$ cat config.mk
export PLATFORM = sky130hd
export DESIGN_NAME = midpoint_ellipse_raster_flat
export DESIGN_NICKNAME = d
export VERILOG_FILES = /design/src/hw/rtl/mer_pkg.sv /design/src/hw/rtl/mer_if.sv /design/src/hw/rtl/mer_front.sv /design/src/hw/rtl/mer_div.sv /design/src/hw/rtl/mer_back.sv /design/src/hw/rtl/midpoint_ellipse_raster.sv /design/src/flat_wrapper.sv
export SDC_FILE = /design/constraint.sdc
export NUM_CORES = 1
export LEC_CHECK = 0
export BUFFER_PORTS_ARGS = -buffer_cell sky130_fd_sc_hd__buf_2
export CAP_MARGIN = 20
export CORE_ASPECT_RATIO = 1.2
export CORE_MARGIN = 5
export CORE_UTILIZATION = 25
export CTS_CLUSTER_SIZE = 20
export DETAILED_ROUTE_END_ITERATION = 10
export GPL_TIMING_DRIVEN = 0
export PLACE_DENSITY = 0.51
export SETUP_SLACK_MARGIN = 0.05
export SLEW_MARGIN = 25
export SYNTH_ARGS = -nofsm -noshare
export SYNTH_HDL_FRONTEND = slang
export SYNTH_SLANG_ARGS = --single-unit
export TNS_END_PERCENT = 50
$ cat constraint.sdc
create_clock -name clock -period 1.72 [get_ports clock]
set_input_delay 0.43 -clock clock [delete_from_list [all_inputs] [get_ports clock]]
set_output_delay 0.43 -clock clock [all_outputs]
set_load 0.005 [all_outputs]
$ cat src/hw/rtl/mer_pkg.sv
// Shared types and constants for the midpoint ellipse rasterizer.
package mer_pkg;
   localparam int CFG_BITS   = 13;
   localparam int CX_BITS    = 12;
   localparam int AXIS_BITS  = 11;
   localparam int INDEX_BITS = 24;
   localparam logic [CFG_BITS-1:0] WIDTH_RESET  = 13'd640;
   localparam logic [CFG_BITS-1:0] HEIGHT_RESET = 13'd480;
   localparam logic REG_WIDTH  = 1'b0;
   localparam logic REG_HEIGHT = 1'b1;
   localparam logic ACT_START = 1'b0;
   localparam logic ACT_STEP  = 1'b1;

   typedef struct packed {
      logic                 action;
      logic [CX_BITS-1:0]   center_x;
      logic [CX_BITS-1:0]   center_y;
      logic [AXIS_BITS-1:0] semi_axis_a;
      logic [AXIS_BITS-1:0] semi_axis_b;
   } req_type;

   typedef struct packed {
      logic                  paint;
      logic [INDEX_BITS-1:0] pixel_index;
      logic                  last;
      logic                  done_res;
   } rsp_type;

   typedef struct packed {
      logic           index;
      logic [31:0]    data;
   } csr_type;
endpackage

$ cat src/hw/rtl/mer_if.sv
// Valid/ready channel interface carrying one payload word.
interface mer_if #(parameter type PAYLOAD_TYPE = logic) (input logic clock);
   logic        valid;
   logic        ready;
   PAYLOAD_TYPE payload;
   modport source (output valid, output payload, input ready);
   modport sink (input valid, input payload, output ready);
endinterface

$ cat src/hw/rtl/mer_front.sv
// Front end: input skid queue of two request words.
module mer_front
   import mer_pkg::*;
(
   input  logic    clock,
   input  logic    reset,
   input  logic    in_valid,
   output logic    in_ready,
   input  req_type in_word,
   output logic    out_valid,
   input  logic    out_ready,
   output req_type out_word
);
   req_type q_ff [2];
   logic [1:0] cnt_ff, cnt_in;
   logic rd_ff, rd_in;
   logic push, pop;
   assign in_ready  = cnt_ff != 2'd2;
   assign out_valid = cnt_ff != 2'd0;
   assign out_word  = q_ff[rd_ff];
   assign push = in_valid && in_ready;
   assign pop  = out_valid && out_ready;
   always_comb begin
      cnt_in = cnt_ff + {1'b0, push} - {1'b0, pop};
      rd_in  = pop ? ~rd_ff : rd_ff;
   end
   always_ff @(posedge clock) begin
      if (reset) begin
         cnt_ff <= '0;
         rd_ff  <= 1'b0;
      end else begin
         cnt_ff <= cnt_in;
         rd_ff  <= rd_in;
      end
      if (push) q_ff[rd_ff ^ (cnt_ff != 2'd0)] <= in_word;
   end
endmodule

$ cat src/hw/rtl/mer_div.sv
// Restoring divider, one quotient bit per cycle.
module mer_div #(parameter int BITS = 48) (
   input  logic            clock,
   input  logic            reset,
   input  logic            start,
   input  logic [BITS-1:0] dividend,
   input  logic [BITS-1:0] divisor,
   output logic            busy,
   output logic [BITS-1:0] quotient
);
   localparam int CB = $clog2(BITS + 1);
   logic [BITS-1:0] q_ff, q_in, d_ff, d_in;
   logic [BITS:0]   r_ff, r_in, trial;
   logic [CB-1:0]   n_ff, n_in;
   assign busy = n_ff != '0;
   assign quotient = q_ff;
   always_comb begin
      q_in = q_ff; d_in = d_ff; r_in = r_ff; n_in = n_ff;
      trial = {r_ff[BITS-1:0], q_ff[BITS-1]};
      if (start) begin
         q_in = dividend; d_in = divisor; r_in = '0; n_in = CB'(BITS);
      end else if (busy) begin
         if (trial >= {1'b0, d_ff}) begin
            r_in = trial - {1'b0, d_ff};
            q_in = {q_ff[BITS-2:0], 1'b1};
         end else begin
            r_in = trial;
            q_in = {q_ff[BITS-2:0], 1'b0};
         end
         n_in = n_ff - 1'b1;
      end
   end
   always_ff @(posedge clock) begin
      if (reset) n_ff <= '0;
      else n_ff <= n_in;
      q_ff <= q_in; d_ff <= d_in; r_ff <= r_in;
   end
endmodule

$ cat src/hw/rtl/mer_back.sv
// Back end: ellipse state, part setup sequencer and pixel emission.
module mer_back
   import mer_pkg::*;
#(
   parameter int COORD_BITS    = 12,
   parameter int DECISION_BITS = 48
) (
   input  logic                clock,
   input  logic                reset,
   input  logic [CFG_BITS-1:0] image_width,
   input  logic [CFG_BITS-1:0] image_height,
   input  logic                in_valid,
   output logic                in_ready,
   input  req_type             in_word,
   output logic                out_valid,
   input  logic                out_ready,
   output rsp_type             out_word
);
   localparam int DB = DECISION_BITS;
   localparam int CB = COORD_BITS;
   localparam int PB = 28;   // plotted coordinate / index arithmetic width
   typedef enum logic [3:0] {
      S_IDLE, S_M1, S_M2, S_M3, S_DIV, S_DWAIT, S_CHK, S_SQ, S_EMIT
   } state_type;
   state_type st_ff, st_in;

   logic busy_ff, second_ff;
   logic signed [CB-1:0] px_ff, py_ff;
   logic signed [DB-1:0] dec_ff, sa_ff, sb_ff;
   logic [DB-1:0] lim_ff;
   logic [CX_BITS-1:0] cx_ff, cy_ff;
   logic [AXIS_BITS-1:0] ha_ff, hb_ff;
   logic [2*AXIS_BITS-1:0] a2_ff, b2_ff;
   logic [3*AXIS_BITS-1:0] ba2_ff;
   logic [4*AXIS_BITS-1:0] a4_ff;
   logic [2*CB-1:0] sq_ff;
   logic done_ff, idle_rsp_ff;
   logic [1:0] k_ff;
   logic signed [PB-1:0] row_ff, prod_ff;
   logic signed [PB-1:0] plx_ff, ply_ff;
   logic left_ff, right_ff;
   logic [2*CFG_BITS-1:0] total_ff;

   logic [AXIS_BITS-1:0] pa, pb;
   logic div_start, div_busy;
   logic [DB-1:0] div_q, a2b2;
   logic signed [2*CB-1:0] px_wide;
   assign pa = second_ff ? ha_ff : hb_ff;
   assign pb = second_ff ? hb_ff : ha_ff;
   assign a2b2 = DB'(a2_ff) + DB'(b2_ff);
   assign div_start = st_ff == S_DIV;
   assign px_wide = (2*CB)'(px_ff);

   mer_div #(.BITS(DB)) u_div (
      .clock, .reset, .start(div_start), .dividend(DB'(a4_ff)), .divisor(a2b2),
      .busy(div_busy), .quotient(div_q));

   assign in_ready  = st_ff == S_IDLE;
   assign out_valid = st_ff == S_EMIT;

   // emission of pixel k
   logic signed [PB-1:0] col, idx;
   logic ok, paint;
   always_comb begin
      col = k_ff[0] ? PB'(cx_ff) - plx_ff : PB'(cx_ff) + plx_ff;
      ok  = k_ff[0] ? left_ff : right_ff;
      idx = prod_ff + col;
      paint = !idle_rsp_ff && ok && idx >= 0 && idx < $signed({2'b0, total_ff}) &&
              idx < $signed(PB'(1) <<< INDEX_BITS);
      out_word.paint       = paint;
      out_word.pixel_index = paint ? idx[INDEX_BITS-1:0] : '0;
      out_word.last        = idle_rsp_ff || k_ff == 2'd3;
      out_word.done_res    = done_ff;
   end

   logic signed [PB-1:0] rowk;
   assign rowk = k_ff[1] ? PB'(cy_ff) - ply_ff : PB'(cy_ff) + ply_ff;

   always_ff @(posedge clock) begin
      if (reset) begin
         st_ff <= S_IDLE; busy_ff <= 1'b0; second_ff <= 1'b0;
         px_ff <= '0; py_ff <= '0; dec_ff <= '0; sa_ff <= '0; sb_ff <= '0;
         lim_ff <= '0; cx_ff <= '0; cy_ff <= '0; ha_ff <= '0; hb_ff <= '0;
      end else begin
         case (st_ff)
            S_IDLE: if (in_valid) begin
               if (in_word.action == ACT_START) begin
                  cx_ff <= in_word.center_x; cy_ff <= in_word.center_y;
                  ha_ff <= in_word.semi_axis_a; hb_ff <= in_word.semi_axis_b;
                  second_ff <= 1'b0; busy_ff <= 1'b1;
                  st_ff <= S_M1;
               end else if (!busy_ff) begin
                  idle_rsp_ff <= 1'b1; done_ff <= 1'b1; k_ff <= 2'd3;
                  st_ff <= S_EMIT;
               end else begin
                  idle_rsp_ff <= 1'b0; done_ff <= 1'b0;
                  sq_ff <= px_wide * px_wide;
                  plx_ff <= second_ff ? PB'(py_ff) : PB'(px_ff);
                  ply_ff <= second_ff ? PB'(px_ff) : PB'(py_ff);
                  st_ff <= S_SQ;
               end
            end
            // setup: square the axes, then products, then the initial decision terms, then divide
            S_M1: begin
               a2_ff <= pa * pa; b2_ff <= pb * pb; st_ff <= S_M2;
            end
            S_M2: begin
               ba2_ff <= pb * a2_ff;
               a4_ff <= a2_ff * a2_ff;
               st_ff <= S_M3;
            end
            S_M3: begin
               dec_ff <= DB'(4 * {DB'(b2_ff)} - 4 * DB'(ba2_ff) + DB'(a2_ff));
               sa_ff  <= DB'(12 * DB'(b2_ff));
               sb_ff  <= DB'(12 * DB'(b2_ff) - 8 * DB'(ba2_ff) + 8 * DB'(a2_ff));
               px_ff  <= '0;
               py_ff  <= CB'(pb);
               st_ff  <= S_DIV;
            end
            S_DIV: st_ff <= S_DWAIT;
            S_DWAIT: if (!div_busy) begin
               lim_ff <= (a2b2 == '0) ? '0 : div_q;
               st_ff <= S_IDLE;
            end
            S_SQ: begin
               left_ff  <= $signed(PB'(cx_ff)) - plx_ff >= 0;
               right_ff <= $signed(PB'(cx_ff)) + plx_ff < $signed(PB'(image_width));
               total_ff <= image_width * image_height;
               k_ff <= 2'd0;
               if (DB'(sq_ff) >= lim_ff) begin
                  if (second_ff) begin
                     busy_ff <= 1'b0; done_ff <= 1'b1; st_ff <= S_CHK;
                  end else begin
                     second_ff <= 1'b1; st_ff <= S_CHK;
                  end
               end else begin
                  if (dec_ff > 0) begin
                     dec_ff <= dec_ff + sb_ff;
                     sb_ff  <= sb_ff + DB'(8 * DB'(b2_ff)) + DB'(8 * DB'(a2_ff));
                     py_ff  <= py_ff - 1'b1;
                  end else begin
                     dec_ff <= dec_ff + sa_ff;
                     sb_ff  <= sb_ff + DB'(8 * DB'(b2_ff));
                  end
                  sa_ff <= sa_ff + DB'(8 * DB'(b2_ff));
                  px_ff <= px_ff + 1'b1;
                  st_ff <= S_CHK;
               end
            end
            S_CHK: begin
               row_ff  <= rowk;
               prod_ff <= PB'(rowk * $signed({1'b0, image_width}));
               st_ff <= S_EMIT;
            end
            S_EMIT: if (out_ready) begin
               if (out_word.last) begin
                  st_ff <= (second_ff && busy_ff && idle_rsp_ff == 1'b0
                            && !done_ff && sq_ff >= (2*CB)'(lim_ff)) ? S_M1 : S_IDLE;
               end else begin
                  k_ff <= k_ff + 1'b1;
                  st_ff <= S_CHK;
               end
            end
            default: st_ff <= S_IDLE;
         endcase
      end
   end
   logic unused;
   assign unused = ^row_ff;
endmodule

$ cat src/hw/rtl/midpoint_ellipse_raster.sv
// Top level of the midpoint ellipse rasterizer.
//  channel | dir | word
//  req_    | in  | action, center, semi-axes
//  rsp_    | out | paint, pixel_index, last, done_res
//  csr_    | in  | register index, write data
// A step: accept, square, then a check and an emit state per pixel word; an idle step emits one word.
// A start: accept, three multiply stages, divider launch, then a wait for the divider.
// A part switch reruns the setup from the multiply stages after its step. A stalled rsp_ holds the word.
// Reset is synchronous; registers return to 640 by 480.
// A two-word queue in front decouples the request side from a stalled rsp_.
module midpoint_ellipse_raster
   import mer_pkg::*;
#(
   parameter int COORD_BITS    = 12,
   parameter int DECISION_BITS = 48
) (
   input logic clock,
   input logic reset,
   mer_if.sink   req,
   mer_if.source rsp,
   mer_if.sink   csr
);
   logic [CFG_BITS-1:0] w_ff, h_ff;
   logic fv, fr;
   req_type fw;
   csr_type cw;
   assign cw = csr.payload;
   assign csr.ready = 1'b1;
   always_ff @(posedge clock) begin
      if (reset) begin
         w_ff <= WIDTH_RESET; h_ff <= HEIGHT_RESET;
      end else if (csr.valid) begin
         case (cw.index)
            REG_WIDTH:  w_ff <= cw.data[CFG_BITS-1:0];
            REG_HEIGHT: h_ff <= cw.data[CFG_BITS-1:0];
            default: ;
         endcase
      end
   end
   mer_front u_front (.clock, .reset, .in_valid(req.valid), .in_ready(req.ready),
      .in_word(req.payload), .out_valid(fv), .out_ready(fr), .out_word(fw));
   mer_back #(.COORD_BITS(COORD_BITS), .DECISION_BITS(DECISION_BITS)) u_back (
      .clock, .reset, .image_width(w_ff), .image_height(h_ff),
      .in_valid(fv), .in_ready(fr), .in_word(fw),
      .out_valid(rsp.valid), .out_ready(rsp.ready), .out_word(rsp.payload));
endmodule
$ cat src/flat_wrapper.sv
// flat-port wrapper written by rule: the top's interface ports become plain ports
module midpoint_ellipse_raster_flat import mer_pkg::*;
#(
   parameter int COORD_BITS    = 12,
   parameter int DECISION_BITS = 48
)
  (clock, reset, req_valid, req_payload, req_ready, rsp_valid, rsp_payload, rsp_ready, csr_valid, csr_payload, csr_ready);
  mer_if req_i (.clock(clock));
  mer_if rsp_i (.clock(clock));
  mer_if csr_i (.clock(clock));
  input logic clock;
  input logic reset;
  input wire logic [$bits(req_i.valid)-1:0] req_valid;
  input wire logic [$bits(req_i.payload)-1:0] req_payload;
  output wire logic [$bits(req_i.ready)-1:0] req_ready;
  output wire logic [$bits(rsp_i.valid)-1:0] rsp_valid;
  output wire logic [$bits(rsp_i.payload)-1:0] rsp_payload;
  input wire logic [$bits(rsp_i.ready)-1:0] rsp_ready;
  input wire logic [$bits(csr_i.valid)-1:0] csr_valid;
  input wire logic [$bits(csr_i.payload)-1:0] csr_payload;
  output wire logic [$bits(csr_i.ready)-1:0] csr_ready;
  assign req_i.valid = req_valid;
  assign req_i.payload = req_payload;
  assign req_ready = req_i.ready;
  assign rsp_valid = rsp_i.valid;
  assign rsp_payload = rsp_i.payload;
  assign rsp_i.ready = rsp_ready;
  assign csr_i.valid = csr_valid;
  assign csr_i.payload = csr_payload;
  assign csr_ready = csr_i.ready;
  midpoint_ellipse_raster #(.COORD_BITS(COORD_BITS), .DECISION_BITS(DECISION_BITS)) u_core (.clock(clock), .reset(reset), .req(req_i), .rsp(rsp_i), .csr(csr_i));
endmodule
# Yosys cells after proc, flatten, opt, wreduce, memory -nomap -nowiden
# Memory sizes are Yosys's and may differ from the RTL's. A register that Yosys moved wholly into a read port is not among the register bits.
# Cells that the tools add are included.
# op_classes
add_sub_neg,7
reduce_logical,29
eq_ne,20
n_mux,42
bitwise_logic,6
n_lt_le_gt_ge,3
multipliers,4
# ops
op,n
$mux 48,2
$mux 44,2
$ge 49x48->1,1
$ge 24x48->1,1
$logic_not 48->1,1
$sub 48x48->48,1
$mul 11x11->22,2
$mul 22x22->44,1
$pmux 4 s9,1
$ge 24x24->1,1
$mul 12x12->24,1
$pmux 12 s2,1
$add 22x22->23,1
$mux 11,2
$mux 4,5
$ne 2x2->1 const B,10
$eq 4x3->1 const B,4
$mux 1,16
$add 12x1->12 const B,1
$mux 12,1
$mux 6,2
$mux 2,5
$reduce_and 5->1,2
$eq 4x2->1 const B,2
other kinds (27),45
# totals
inputBits,7
ram_bits,2
regBits,357
memories,1
elab_cells,134
# memory_table
memory,depth,word_bits,rd,rd_ports_with_merged_regs,wr,line,rtl
u_core.u_front.q_ff,2,1,1,1,1,mer_front.sv:14,req_type q_ff [2];

# Longest topological paths before layout
# Gate-level depths: netlist (run 1).
# depth
word_depth,8
ltp_mapped,9

# By module
# A second synthesis (run 1) with hierarchy kept.
# hier_totals
hier_cells,10424
hier_area_um2,93811.2
# by_module_without_submodules
mod,n_inst,seq_area_each_um2,area_per_inst_um2,cells_each
mer_back,1,12021.5,80878.8,9294
mer_div,1,3963.8,9098.7,950
mer_front,1,2902.8,3753.6,171
midpoint_ellipse_raster,1,40.0,80.1,9

# Worst setup path before layout (run 1)
# No wires, ideal clock.
# synth_path
kind,flip-flop to flip-flop
start,register u_core.u_back.st_ff[3]
end,register u_core.u_front.cnt_ff[1]
period_less_slack_ps,1837
setup_time_ps,128
slack_ps,-117
t_required_ps,1592
path_stages_with_launch,10
arrival_time_ps,1709
cell_sequence,dfxtp_1 -> clkbuf_2 -> nor4_1 -> and2b_1 -> ha_1 -> inv_1 -> ha_1 -> xor2_1 -> and2_1 -> nor3_1
# synth_via
elab_chain_cells,3
# synth_lines
item,line,rtl
"start, declared",mer_back.sv:25,"state_type st_ff, st_in;"
"start signal, assigned",mer_back.sv:157,st_ff <= (second_ff && busy_ff && idle_rsp_ff == 1'b0
$logic_not 4->1,mer_back.sv:58,assign in_ready = st_ff == S_IDLE;
$logic_and 1x1->1,mer_front.sv:22,assign pop = out_valid && out_ready;
$sub 2x1->2,mer_front.sv:24,"cnt_in = cnt_ff + {1'b0, push} - {1'b0, pop};"
"end signal, assigned",mer_front.sv:32,cnt_ff <= cnt_in;
"end, declared",mer_front.sv:15,"logic [1:0] cnt_ff, cnt_in;"
# Every way passes these cells.
# A chain may end at the register's enable or synchronous reset.

# Worst setup path in the final report (run 1)
# layout_path
start,register u_core.u_back.st_ff[0]
end,register u_core.u_front.cnt_ff[1]
# The elaborated chain is that of the path after synthesis.

==> impl_metrics.env, run 1 <==
export IMPL_cts_sinks=14
export IMPL_synth_main_ff_cell="dfxtp_1"
export IMPL_setup_viol=1
export IMPL_arrival_ns=1.96
export IMPL_start_util_pct=25.5
export IMPL_drt_iter0_drc=4
export IMPL_path_buf_inv=2
export IMPL_peakVddDrop_mv=0.700
export IMPL_hold_end="u_core.u_back.u_div.n_ff[1]"
export IMPL_gp_congestion=0.746
export IMPL_finalNonFillerCells=138
export IMPL_cts_htree_levels=1
export IMPL_crit_path_top_delay_cell="dfxtp_2"
export IMPL_cts_clk_slew_worst_paths_ns=0.09
export IMPL_hold_viol=0
export IMPL_ioPinCount=11
export IMPL_r2r_slack_ns=-0.09
export IMPL_crit_type="register to register"
export IMPL_numCtsBuffers=3
export IMPL_p_per_area_nw_per_um2=1850
export IMPL_max_stage_delay_ns=0.33
export IMPL_root_buffer="clkbuf_4"
export IMPL_finalClockSkew_ns=0.00839
export IMPL_finalCritPeriodShare_pct=105
export IMPL_cts_tree="built"
export IMPL_rows=22
export IMPL_grt_overflow_total=0
export IMPL_grt_pass1_vias=618
export IMPL_seqCellArea_um2=294
export IMPL_wire_per_inst_um=11.4
export IMPL_critPathLaunchType="register"
export IMPL_grt_antenna_before_repair=0
export IMPL_grt_total_usage_pct=8.10
export IMPL_clk_latency_ns=0.28
export IMPL_final_nets=113
export IMPL_tightest_slew_ns=0.652
export IMPL_hold_worst_slack_ns=0.455
export IMPL_period_needed_ns=1.81
export IMPL_drive_above_1_share_pct=40.2
export IMPL_relSlewSlack_pct=55.9
export IMPL_syn_nets=94
export IMPL_postSynthCellCount=84
export IMPL_whs_path_depth=3
export IMPL_grt_pass1_wl_um=2650
export IMPL_cellLeakagePower_nw=0.396
export IMPL_violations="negative setup slack"
export IMPL_synth_seq_area_share_pct=37.7
export IMPL_cp_max_fo=4
export IMPL_yosysUniqueCellTypes=41
export IMPL_grt_max_degree=11
export IMPL_fmax_mhz=554
export IMPL_multiInputGateArea_um2=477
export IMPL_crit_family="simple AND/OR/NAND/NOR gates"
export IMPL_diodes=0
export IMPL_maxCapViolCount=0
export IMPL_wl_um=1580
export IMPL_synth_edf_count=1
export IMPL_synthArstFlopShare_pct=0
export IMPL_vias_per_cell=4.72
export IMPL_drc=0
export IMPL_area_delta_synth_final_pct=30.8
export IMPL_worst_path_stages=9
export IMPL_ys_seq_elements=14
export IMPL_die_height_um=70.8
export IMPL_fp_coreArea_um2=3030
export IMPL_holdCritStartpoint="reset"
export IMPL_netlist_area_um2=771
export IMPL_avgSynthCellArea_um2=9.18
export IMPL_crit_chain="buf_6 -> nor4_4 -> and2b_1 -> ha_1 -> inv_2 -> ha_4 -> xor2_2 -> and2_4 -> nor3_2"
export IMPL_r2r_end="u_core.u_front.cnt_ff[1]"
export IMPL_ff2ff_path_depth=9
export IMPL_die_w_um=60.7
export IMPL_cts_hold_buf=0
export IMPL_r2r_start="u_core.u_back.st_ff[0]"
export IMPL_hp_class="input port to register"
export IMPL_routed_via_count=651
export IMPL_drt_pass1_iter_count=4
export IMPL_cts_buffer_depth=2
export IMPL_die_area_um2=4300
export IMPL_port_buffers=6
export IMPL_yosys_warnings=0
export IMPL_status="complete, but fails checks"
export IMPL_nFillCells=337
export IMPL_grt_setup_unrepaired="yes"
export IMPL_setup_ws_ns=-0.0867
export IMPL_critPathCaptureType="register"
export IMPL_placed_cells=126
export IMPL_antenna_left=0
export IMPL_critPathRequiredTime_ns=1.87
export IMPL_slew_violations=0
Yosys cell counts (2+ instances only):
library cell | number | area (um^2)
dfxtp_1 | 13 | 260
a21oi_1 | 6 | 30.0
inv_1 | 6 | 22.5
nand2_1 | 4 | 15.0
buf_2 | 3 | 15.0
ha_1 | 3 | 37.5
nor2_1 | 3 | 11.3
nor4b_1 | 3 | 26.3
a2111oi_0 | 2 | 17.5
buf_4 | 2 | 15.0
conb_1 | 2 | 7.51
nor2b_1 | 2 | 12.5
nor3_1 | 2 | 10.0
nor3b_1 | 2 | 15.0
o21a_1 | 2 | 15.0
o21ai_0 | 2 | 10.0
or3b_2 | 2 | 17.5
xor2_1 | 2 | 17.5
routing by layer:
layer / up-vias / track usage, % / share of wire [%]
met5: - / 0 / 0
met2: 7 / 12.7 / 49
met4: 0 / 5.54 / 2.1
met1: 308 / 9.34 / 46
met3: 4 / 2.01 / 3.3
li1: 332 / - / -
placed cells by master, fill, tap and decap left out, drive strengths merged:
master,netlist,routed
xor2,2,2
buf,5,20
o31ai,1,1
o21ba,1,1
a221oi,1,1
nand2b,1,1
conb,2,2
and2b,1,1
nor3,2,2
or4,1,1
ha,3,3
a31oi,1,1
nand2,4,4
inv,6,6
mux2i,1,1
o21ai,2,2
nor4,2,2
a21boi,1,1
a211oi,1,1
or3b,2,2
a2111oi,3,3
nor4b,3,3
or2b,1,1
dfxtp,13,13
nor2,3,3
a311oi,1,1
and2,1,1
edfxtp,1,1
a21oi,7,7
o21a,2,2
nor3b,2,2
a211o,1,1
nand3,1,1
nor2b,2,2
clkbuf,2,5
or2,1,1
worst max path at each step:
stage,end,slack [ns],from
6_report,u_core.u_front.cnt_ff[1],-0.09,u_core.u_back.st_ff[0]
2_1_floorplan,u_core.u_front.cnt_ff[1],-0.004,u_core.u_back.st_ff[2]
5_1_grt,u_core.u_front.cnt_ff[1],-0.21,u_core.u_back.st_ff[0]
3_5_place_dp,u_core.u_front.cnt_ff[1],-0.16,u_core.u_back.st_ff[1]
4_1_cts,u_core.u_front.cnt_ff[1],-0.11,u_core.u_back.st_ff[2]
3_3_place_gp,u_core.u_front.cnt_ff[1],-0.12,u_core.u_back.st_ff[1]
layout make-up:
class	count	share of cell area, %
Multi-Input combinational cell	57	47.3
Timing Repair Buffer	15	9.68
Tap cell	36	4.47
Buffer	6	4.59
Sequential cell	14	29.2
Inverter	6	2.23
Clock buffer	4	2.61
per-stage QoR:
stage / power, mW / setup TNS (ns) / util [%] / cell area [um^2] / setup WS (ns)
floorplan: 1.30 / -0.00409 / - / 795 / -0.00409
CTS: 1.76 / -0.109 / 32.2 / 975 / -0.109
detailed placement: 1.48 / -0.165 / 28.7 / 870 / -0.165
finish: 1.86 / -0.0867 / 33.3 / 1010 / -0.0867
global route: 2.04 / -0.373 / 33.3 / 1010 / -0.211
global placement: 1.45 / -0.115 / 28.7 / 870 / -0.115
worst register-to-register path: stages (launching register included):
cell and delay, ns:
dfxtp_2 0.33, buf_6 0.12, nor4_4 0.27, and2b_1 0.18, ha_1 0.25, inv_2 0.07, ha_4 0.13, xor2_2 0.15
and2_4 0.16, nor3_2 0.03
flip-flops by register name, indices dropped and copies added (netlist names):
signal / flops
u_core.u_back.done_ff: 1
u_core.u_back.busy_ff: 1
u_core.u_back.st_ff: 4
u_core.u_back.u_div.n_ff: 6
u_core.u_front.cnt_ff: 2
logic make-up after synthesis:
group / after synthesis / synth area share (%)
AO/OA/AOI/OAI: 22 / 20.9
XOR/XNOR: 2 / 2.27
AND/OR/NAND/NOR: 27 / 24.0
adder cells (fa/ha/maj): 3 / 4.87
buffers and inverters: 13 / 7.95
flip-flops: 14 / 37.7
multiplexers: 1 / 1.30
other: 2 / 0.974
power breakdown:
group | switching [mW] | internal [mW]
Clock | 0.106 | 0.0898
Sequential | 0.125 | 0.469
Combinational | 0.514 | 0.559
Total | 0.745 | 1.12
what timing repair did:
action,in CTS,in global routing
setup endpoints to repair,3,10
setup buffers,7,2
resized for setup,5,10
hold endpoints to repair,0,0
pin swaps,4,3
No activity file was read; power rests on OpenSTA's default activity.
==> run 2: changes to the inputs <==
PLACE_DENSITY = default   (was 0.51)
PLACE_DENSITY_LB_ADDON = 0.3   (was default)
REMOVE_ABC_BUFFERS = 1   (was default)
==> run 2 against run 1 <==
Effect of this change:
- the run now ends clean
- clock power increased by 26%
- sequential power increased by 13%
- clock skew decreased by 0.0061 ns
- flip-flop and latch count unchanged
- final cell count decreased by 6.5%
- cell area decreased by 7.6%
- power decreased by 6.1%
- critical endpoint unchanged
==> impl_metrics.env, run 2 (synthesis results as in run 1) <==
export IMPL_tightest_slew_ns=0.507
export IMPL_top_regs="u_core.u_back.u_div.n_ff (6), u_core.u_back.st_ff (4), u_core.u_front.cnt_ff (2)"
export IMPL_status="complete, no violations"
export IMPL_grt_total_usage_pct=7.93
export IMPL_setup_viol=0
export IMPL_finalCritPeriodShare_pct=99.7
export IMPL_multiInputGateArea_um2=448
export IMPL_drt_pass1_iter_count=4
export IMPL_grt_setup_unrepaired="yes"
export IMPL_wire_per_inst_um=11.9
export IMPL_critPathLaunchType="register"
export IMPL_largest_register="u_core.u_back.u_div.n_ff"
export IMPL_p_per_area_nw_per_um2=1880
export IMPL_area_delta_synth_final_pct=20.9
export IMPL_root_buffer="clkbuf_4"
export IMPL_wl_um=1540
export IMPL_gp_congestion=0.679
export IMPL_rows=22
export IMPL_met2_usage_pct=12.2
export IMPL_ioPinCount=11
export IMPL_die_height_um=70.8
export IMPL_numCtsBuffers=3
export IMPL_crit_type="register to register"
export IMPL_critPathRequiredTime_ns=1.94
export IMPL_cellLeakagePower_nw=0.380
export IMPL_die_area_um2=4300
export IMPL_cts_buffer_depth=2
export IMPL_maxCapViolCount=0
export IMPL_drt_iter0_drc=17
export IMPL_hp_class="input port to register"
export IMPL_cts_hold_buf=0
export IMPL_top_usage_layer="met2"
export IMPL_cts_clk_slew_worst_paths_ns=0.09
export IMPL_port_buffers=6
export IMPL_finalClockSkew_ns=0.00227
export IMPL_fmax_mhz=583
export IMPL_grt_max_degree=12
export IMPL_hold_viol=0
export IMPL_grt_use_met1_pct=9.92
export IMPL_relSlewSlack_pct=65.9
export IMPL_cp_max_fo=4
export IMPL_setup_ws_ns=0.00440
export IMPL_final_cell_mix="9 x dfxtp_1, 6 x inv_1, 6 x a21oi_1, 6 x buf_2, 5 x buf_4"
export IMPL_mostFrequentLayoutCell="dfxtp_1"
export IMPL_grt_pass1_wl_um=2690
export IMPL_die_w_um=60.7
export IMPL_start_util_pct=25.5
export IMPL_drive_above_1_share_pct=33.3
export IMPL_slew_violations=0
export IMPL_tns_ns=0
export IMPL_arrival_ns=1.94
export IMPL_peakVddDrop_mv=0.758
export IMPL_nFillCells=326
export IMPL_use_met3_pct=1.28
export IMPL_critPathCaptureType="register"
export IMPL_grt_overflow_total=0
export IMPL_diodes=0
export IMPL_vias_per_cell=4.81
export IMPL_dp_hpwl_um=1070
export IMPL_cts_htree_levels=1
export IMPL_cts_sinks=14
export IMPL_grt_antenna_before_repair=0
export IMPL_antenna_left=0
export IMPL_final_nets=104
export IMPL_grt_pass1_vias=626
export IMPL_routed_via_count=621
export IMPL_seqCellArea_um2=300
export IMPL_r2r_slack_ns=0.004
export IMPL_fp_coreArea_um2=3030
export IMPL_clk_latency_ns=0.28
export IMPL_place_ws_ns=-0.246
export IMPL_period_needed_ns=1.72
export IMPL_largest_reg_flops=6
export IMPL_drc=0
export IMPL_hold_worst_slack_ns=0.437
export IMPL_cts_tree="built"
[run 2: worst paths after layout]
path / from / to / cells after the start
min reg2reg: u_core.u_back.busy_ff / u_core.u_back.done_ff / 1
max: u_core.u_front.cnt_ff[1] / u_core.u_front.cnt_ff[1] / 8
min: reset / u_core.u_back.u_div.n_ff[4] / 2
max reg2reg: u_core.u_front.cnt_ff[1] / u_core.u_front.cnt_ff[1] / 8
[run 2: layout make-up]
type                            instances  area share (%)
Clock buffer                            4            3.89
Tap cell                               36            4.83
Multi-Input combinational cell         57            48.1
Sequential cell                        14            32.2
Timing Repair Buffer                   12            8.59
Inverter                                6            2.42
[run 2: critical path: stages (launching register included)]
cell	delay [ns]
dfxtp_1	0.35
nor2_2	0.15
and2b_1	0.21
ha_1	0.27
inv_1	0.04
ha_1	0.17
xor2_1	0.16
and2_1	0.16
nor3_2	0.13
[run 2: metal layers]
layer | part of all wire, % | routed length, um
met3 | 1.6 | 24
met1 | 43 | 658
met4 | 1.6 | 25
met2 | 54 | 829
met5 | 0 | 0
[run 2: metrics by stage]
stage	power (mW)	cell area, um^2	cells	util, %
5_1_grt	1.93	932	129	30.8
6_report	1.75	932	129	30.8
3_5_place_dp	1.40	807	119	26.7
3_3_place_gp	1.36	807	119	26.7
4_1_cts	1.74	891	126	29.4
2_1_floorplan	1.23	732	77	-
[run 2: timing repair]
| action | 4_1_cts | 5_1_grt |
|---|---|---|
| buffers inserted | 3 | 3 |
| pin swaps | 1 | 2 |
| endpoints found under the setup margin | 3 | 7 |
| resized for setup | 8 | 3 |
| endpoints found under the hold margin | 0 | 0 |
[run 2: power by group]
part	leakage [nW]	total (mW)	internal (mW)	switching, mW
registers	0.118	0.673	0.470	0.202
logic	0.241	0.829	0.449	0.380
clock network	0.0210	0.246	0.129	0.117
total	0.380	1.75	1.05	0.700
